`config.mk`:
```
export PLATFORM = sky130hd
export DESIGN_NAME = checkpoint_slot_manager_core
export DESIGN_NICKNAME = d
export VERILOG_FILES = /design/src/hw/rtl/csm_pkg.sv /design/src/hw/rtl/csm_cmp.sv /design/src/hw/rtl/csm_slot_store.sv /design/src/hw/rtl/checkpoint_slot_manager_core.sv
export SDC_FILE = /design/constraint.sdc
export NUM_CORES = 1
export LEC_CHECK = 0
export BUFFER_PORTS_ARGS = -buffer_cell sky130_fd_sc_hd__buf_2
export CORE_ASPECT_RATIO = 2
export CORE_UTILIZATION = 45
export CTS_CLUSTER_DIAMETER = 200
export DETAILED_ROUTE_END_ITERATION = 10
export GPL_ROUTABILITY_DRIVEN = 0
export HOLD_SLACK_MARGIN = 0.03
export PLACE_DENSITY_LB_ADDON = 0.1
export RECOVER_POWER = 50
export SLEW_MARGIN = 20
export SYNTH_ARGS = -nofsm -noshare
export SYNTH_HDL_FRONTEND = slang
export SYNTH_SLANG_ARGS = --single-unit
```
`constraint.sdc`:
```
create_clock -name clk -period 4.93 [get_ports clk]
set_input_delay 0.2465 -clock clk [delete_from_list [all_inputs] [get_ports clk]]
set_output_delay 0.2465 -clock clk [all_outputs]
set_load 0.02 [all_outputs]
```
`src/hw/rtl/csm_pkg.sv`:
```
// Package with shared constants, operation codes and interface types for the slot manager.
`timescale 1ns / 1ps

package csm_pkg;

    localparam int SLOTS   = 4;
    localparam int SLOT_W  = (SLOTS > 1) ? $clog2(SLOTS) : 1;
    localparam int STAMP_W = 32;
    localparam int OP_W    = 2;
    localparam int IDX_W   = 2;

    localparam logic [OP_W-1:0] OP_BEGIN   = 2'd0;
    localparam logic [OP_W-1:0] OP_COMMIT  = 2'd1;
    localparam logic [OP_W-1:0] OP_RESTORE = 2'd2;

    localparam logic [STAMP_W-1:0] STAMP_MAX = {STAMP_W{1'b1}};

    // Write request into the slot store
    typedef struct packed {
        logic               en;
        logic [SLOT_W-1:0]  addr;
        logic               write_stamp;
        logic [STAMP_W-1:0] stamp;
        logic               complete;
    } store_wr_t;

    // Result of the shared stamp comparator
    typedef struct packed {
        logic lt;
        logic gt;
    } cmp_res_t;

    // Keep the low bits of a slot number for the result field
    function automatic logic [IDX_W-1:0] out_idx(input logic [SLOT_W-1:0] idx);
        logic [15:0] wide;
        wide = 16'(idx);
        return wide[IDX_W-1:0];
    endfunction

endpackage

```
`src/hw/rtl/csm_cmp.sv`:
```
// Shared 32-bit stamp comparator used by the begin and restore scan steps.
`timescale 1ns / 1ps

module csm_cmp
    import csm_pkg::*;
(
    input  logic [STAMP_W-1:0] a,
    input  logic [STAMP_W-1:0] b,
    output cmp_res_t           res
);

    always_comb
    begin
        res.lt = (a < b);
        res.gt = (a > b);
    end

endmodule

```
`src/hw/rtl/csm_slot_store.sv`:
```
// Slot store: complete flags and progress stamps, one read and one write port.
`timescale 1ns / 1ps

module csm_slot_store
    import csm_pkg::*;
(
    input  logic               clk,
    input  logic               rst_n,
    input  logic [SLOT_W-1:0]  rd_addr,
    output logic               rd_complete,
    output logic [STAMP_W-1:0] rd_stamp,
    input  store_wr_t          wr
);

    logic [SLOTS-1:0]   complete_reg;
    logic [STAMP_W-1:0] stamp_reg [SLOTS];

    assign rd_complete = complete_reg[rd_addr];
    assign rd_stamp    = stamp_reg[rd_addr];

    always_ff @(posedge clk or negedge rst_n)
    begin
        if (!rst_n)
        begin
            complete_reg <= '0;
            for (int i = 0; i < SLOTS; i++)
            begin
                stamp_reg[i] <= '0;
            end
        end
        else if (wr.en)
        begin
            complete_reg[wr.addr] <= wr.complete;
            if (wr.write_stamp)
            begin
                stamp_reg[wr.addr] <= wr.stamp;
            end
        end
    end

endmodule

```
`src/hw/rtl/checkpoint_slot_manager_core.sv`:
```
// Steps: begin is accepted, scans from the first slot up to all SLOTS slots, then finishes.
// Commit reads only the current slot, restore scans every slot, an unknown operation goes straight to finish.
// The scan reads the slot store one slot per cycle through one shared comparator,
// so a new transaction is taken only once the last has finished; input is held off until finish.
// The result sits in an output register; the next transaction is accepted meanwhile.
// Reset (rst_n low, asynchronous) clears all flags, stamps and the current slot.
`timescale 1ns / 1ps

module checkpoint_slot_manager_core
    import csm_pkg::*;
(
    input  logic        clk,
    input  logic        rst_n,
    input  logic        s_tvalid,
    output logic        s_tready,
    input  logic [39:0] s_tdata,  // [1:0] operation, [33:2] progress_stamp, [39:34] zero
    output logic        m_tvalid,
    input  logic        m_tready,
    output logic [39:0] m_tdata   // [1:0] slot_index, [2] found, [34:3] slot_stamp, zero above
);

    typedef enum logic [1:0] {
        ST_IDLE,
        ST_SCAN,
        ST_FINISH
    } state_t;

    state_t             state_reg,   state_next;
    logic [OP_W-1:0]    op_reg,      op_next;
    logic [STAMP_W-1:0] stamp_reg,   stamp_next;
    logic [SLOT_W-1:0]  idx_reg,     idx_next;
    logic [SLOT_W-1:0]  pick_reg,    pick_next;
    logic [STAMP_W-1:0] best_reg,    best_next;
    logic               hit_reg,     hit_next;
    logic [SLOT_W-1:0]  cur_reg,     cur_next;
    logic               m_valid_reg, m_valid_next;
    logic [IDX_W-1:0]   o_idx_reg,   o_idx_next;
    logic               o_found_reg, o_found_next;
    logic [STAMP_W-1:0] o_stamp_reg, o_stamp_next;

    logic               rd_complete;
    logic [STAMP_W-1:0] rd_stamp;
    logic [SLOT_W-1:0]  rd_addr;
    store_wr_t          wr;
    cmp_res_t           cmp;
    logic               last;
    logic               in_fire;

    assign s_tready = (state_reg == ST_IDLE);
    assign in_fire  = s_tvalid && s_tready;
    assign m_tvalid = m_valid_reg;
    assign m_tdata  = {5'd0, o_stamp_reg, o_found_reg, o_idx_reg};
    assign rd_addr  = (op_reg == OP_COMMIT) ? cur_reg : idx_reg;
    assign last     = (idx_reg == SLOT_W'(SLOTS - 1));

    csm_slot_store u_store (
        .clk         (clk),
        .rst_n       (rst_n),
        .rd_addr     (rd_addr),
        .rd_complete (rd_complete),
        .rd_stamp    (rd_stamp),
        .wr          (wr)
    );

    csm_cmp u_cmp (
        .a   (rd_stamp),
        .b   (best_reg),
        .res (cmp)
    );

    always_comb
    begin
        state_next   = state_reg;
        op_next      = op_reg;
        stamp_next   = stamp_reg;
        idx_next     = idx_reg;
        pick_next    = pick_reg;
        best_next    = best_reg;
        hit_next     = hit_reg;
        cur_next     = cur_reg;
        o_idx_next   = o_idx_reg;
        o_found_next = o_found_reg;
        o_stamp_next = o_stamp_reg;
        m_valid_next = m_valid_reg && !m_tready;
        wr           = '0;

        case (state_reg)
            ST_IDLE:
            begin
                if (in_fire)
                begin
                    op_next    = s_tdata[1:0];
                    stamp_next = s_tdata[33:2];
                    idx_next   = '0;
                    pick_next  = '0;
                    hit_next   = 1'b0;
                    best_next  = (s_tdata[1:0] == OP_BEGIN) ? STAMP_MAX : '0;
                    if (s_tdata[1:0] == OP_BEGIN || s_tdata[1:0] == OP_COMMIT ||
                        s_tdata[1:0] == OP_RESTORE)
                    begin
                        state_next = ST_SCAN;
                    end
                    else
                    begin
                        state_next = ST_FINISH;
                    end
                end
            end

            ST_SCAN:
            begin
                case (op_reg)
                    OP_BEGIN:
                    begin
                        if (!rd_complete)
                        begin
                            // first free slot wins outright
                            pick_next  = idx_reg;
                            state_next = ST_FINISH;
                        end
                        else
                        begin
                            if (cmp.lt)
                            begin
                                best_next = rd_stamp;
                                pick_next = idx_reg;
                            end
                            if (last)
                            begin
                                state_next = ST_FINISH;
                            end
                            else
                            begin
                                idx_next = idx_reg + 1'b1;
                            end
                        end
                    end
                    OP_COMMIT:
                    begin
                        best_next  = rd_stamp;
                        pick_next  = cur_reg;
                        state_next = ST_FINISH;
                    end
                    OP_RESTORE:
                    begin
                        if (rd_complete && cmp.gt)
                        begin
                            best_next = rd_stamp;
                            pick_next = idx_reg;
                            hit_next  = 1'b1;
                        end
                        if (last)
                        begin
                            state_next = ST_FINISH;
                        end
                        else
                        begin
                            idx_next = idx_reg + 1'b1;
                        end
                    end
                    default:
                    begin
                        state_next = ST_FINISH;
                    end
                endcase
            end

            ST_FINISH:
            begin
                // hold until the output register is free
                if (!m_valid_reg || m_tready)
                begin
                    m_valid_next = 1'b1;
                    state_next   = ST_IDLE;
                    case (op_reg)
                        OP_BEGIN:
                        begin
                            o_idx_next     = out_idx(pick_reg);
                            o_found_next   = 1'b1;
                            o_stamp_next   = stamp_reg;
                            cur_next       = pick_reg;
                            wr.en          = 1'b1;
                            wr.addr        = pick_reg;
                            wr.write_stamp = 1'b1;
                            wr.stamp       = stamp_reg;
                            wr.complete    = 1'b0;
                        end
                        OP_COMMIT:
                        begin
                            o_idx_next   = out_idx(pick_reg);
                            o_found_next = 1'b1;
                            o_stamp_next = best_reg;
                            wr.en        = 1'b1;
                            wr.addr      = pick_reg;
                            wr.complete  = 1'b1;
                        end
                        OP_RESTORE:
                        begin
                            o_idx_next   = hit_reg ? out_idx(pick_reg) : '0;
                            o_found_next = hit_reg;
                            o_stamp_next = hit_reg ? best_reg : '0;
                        end
                        default:
                        begin
                            o_idx_next   = '0;
                            o_found_next = 1'b0;
                            o_stamp_next = '0;
                        end
                    endcase
                end
            end

            default:
            begin
                state_next = ST_IDLE;
            end
        endcase
    end

    always_ff @(posedge clk or negedge rst_n)
    begin
        if (!rst_n)
        begin
            state_reg   <= ST_IDLE;
            op_reg      <= '0;
            stamp_reg   <= '0;
            idx_reg     <= '0;
            pick_reg    <= '0;
            best_reg    <= '0;
            hit_reg     <= 1'b0;
            cur_reg     <= '0;
            m_valid_reg <= 1'b0;
            o_idx_reg   <= '0;
            o_found_reg <= 1'b0;
            o_stamp_reg <= '0;
        end
        else
        begin
            state_reg   <= state_next;
            op_reg      <= op_next;
            stamp_reg   <= stamp_next;
            idx_reg     <= idx_next;
            pick_reg    <= pick_next;
            best_reg    <= best_next;
            hit_reg     <= hit_next;
            cur_reg     <= cur_next;
            m_valid_reg <= m_valid_next;
            o_idx_reg   <= o_idx_next;
            o_found_reg <= o_found_next;
            o_stamp_reg <= o_stamp_next;
        end
    end

endmodule

```
==> metrics <==
first-pass GRT wire length=46.0 mm; HPWL Detailed=17.8 mm; Clock Pin Slew Worst Setup and Hold Paths=0.06 ns; f_max=226 MHz; top cells by count, synth=dfrtp_1 (243), nand2_1 (207), mux2_2 (100), a21oi_1 (73), o21ai_0 (66); Final Cycle Share=89.9%; WHS Path Cells=3; total routed wirelength=28.7 mm; nature of the critical path startpoint=flip-flop; sequential share of the synthesized area=52.5%; R2R setup slack=0.50 ns; Sum Neg Setup Slack=0 ns; CTS tree=yes; Max VDD drop=0.000357 V; Starting Density=46.1%; Cells after Synth=1043; clk sink count=243; vias in the first global route=8356; Longest Clk Path Bufs=3; Final Max Slew Viols=187; M1 WL=11.6 mm; share of flip-flops with an asynchronous set or reset=100%; Data arrival, critical path=4.87 ns; synthesis-stage register bit count=243; failing checks=max-capacitance violations, max-slew violations; Syn Area/Cell=11.1 um2; clock root cell=clkbuf_16; die area=26400 um2; Post-route DRC=0; Worst Path Required=5.37 ns; type of destination of the critical path=flip-flop; hold path endpoint=op_reg[1]; # nets final=1212; Die H=229 um; # Post-CTS Setup Buffers=0; fillers=2313; DR WL/cell=19.3 um; Die W=115 um; most common cell in the synthesized netlist=dfrtp_1; hold path startpoint=s_tdata[1]; RSZ-0062 raised after global routing=false; Total Power=8.69 mW; Leakage=6.32 nW; I/O pin count=86; Num CTS Buffers=23; row cnt=82; Max Clock Skew=0.00820 ns; Power Density=649 nW/um2; PostCTS Resize Cnt=0; Max Cap Viol=3; highest routed layer=met4; largest area contributor in the netlist=dfrtp_1; r2r startpoint=op_reg[1]; Post-synth EDFFs=0; met3 routed WL=704 um; Max transition margin=-96.2%; Total Routing Usage GR=23.1%; CP max FO=26; core area=25100 um2; Min-Delay Path Class=in2reg; min cycle time layout=4.43 ns; H-Tree Level Count=1; largest net degree at the start of global routing=129; initial DRC count=398; worst-margin pin slew=2.94 ns; Synth-to-Final Area Change=15.5%; drt via density=5.38; synth top area cells=dfrtp_1 (52%), mux2_2 (9.7%), nand2_1 (6.7%); Synth Flop Type=dfrtp_1; Distinct cells, synth=43; synthesized area=11600 um2; Final ANT Viol Nets=0; ANT cells=0; share of the synthesized area in the top cell type=52.5%; final hold vios=0; Crit Reg-Reg Endpoint=best_reg[12]; fraction of layout cells with a size suffix above 1=20.6%; # setup viols final=0; cell depth of the worst flop-to-flop path=13; initial antenna violation count=0; routed vias=7986; outcome=finished with violations; yosys warns=0; clk_lat worst skew=0.52 ns; Congestion Overflow GR=0; worst setup path class=reg2reg; Largest register FFs=128; drt first pass iters=6; IO Port Bufs=74; met2 WL=15.6 mm
## power by group
group	internal [mW]	switching, mW	total (mW)
clock network	1.01	0.767	1.77
registers	2.67	0.548	3.22
logic	1.60	2.10	3.70
total	5.27	3.42	8.69
## layer usage
layer / GRT usage, % / vias up
met5: 0 / -
li1: - / 3791
met1: 27.5 / 4031
met3: 2.20 / 44
met4: 7.83 / 0
met2: 42.3 / 120
## metrics by stage
stage	instances	worst slack (ns)	cell area, um2	hold WS, ns	util (%)
after CTS	1485	0.409	13400	0.0329	53.5
after detailed placement	1411	0.414	12400	0.410	49.2
after global placement	1411	0.582	12400	0.396	49.2
final	1485	0.498	13400	0.0683	53.3
after floorplan	1047	0.699	11600	-0.0491	-
after global routing	1485	0.250	13400	0.0668	53.3
## placed cells by master, fill, tap and decap left out, types with 36 or more instances in the layout
master,count
buf_2,36
nand2_1,207
mux2_2,100
dfrtp_1,242
a21oi_1,73
o21ai_0,66
clkbuf_1,43
nor2_1,55
mux2i_1,58
## how the worst max path moves through the flow
stage / from / endpoint / depth (start not counted)
floorplan: op_reg[1] / best_reg[10] / 14
global placement: op_reg[1] / best_reg[18] / 13
detailed placement: op_reg[1] / best_reg[12] / 13
CTS: op_reg[1] / best_reg[12] / 13
global route: op_reg[1] / best_reg[23] / 13
finish: op_reg[1] / best_reg[12] / 13
## repair_timing
action,CTS,global route
setup endpoints to repair,0,0
hold buffers,35,0
endpoints found under the hold margin,149,0
## layout make-up
class,count,area (um2),share of cell area [%]
well taps,336,420,3.14
flip-flops and latches,243,6080,45.4
inverters,35,131,0.981
clock inverters,8,90.1,0.673
clock buffers,31,636,4.75
multi-input cells,702,5150,38.5
repair buffers,130,878,6.56
## cell families after synthesis
kind of cell             after synthesis  synth area share, %
AO/OA/AOI/OAI                        164                 7.96
flip-flops                           243                 52.5
adder cells (fa/ha/maj)               33                 3.56
multiplexers                         193                 21.3
AND/OR/NAND/NOR                      307                 11.0
other                                  1               0.0324
buffers and inverters                102                 3.64
## worst max-delay path, stage by stage, from the launching register on
cell,delay (ns)
dfrtp_1,0.40
nor2b_4,0.21
mux2i_4,0.29
buf_12,0.24
mux4_2,0.57
ha_1,0.33
nand4_1,0.21
nor3_1,0.09
a22oi_1,0.23
nor4b_1,0.61
o22ai_1,0.32
o311ai_4,0.33
buf_12,0.28
mux2i_1,0.23
Note: power is estimated with default switching activity, not from simulation.
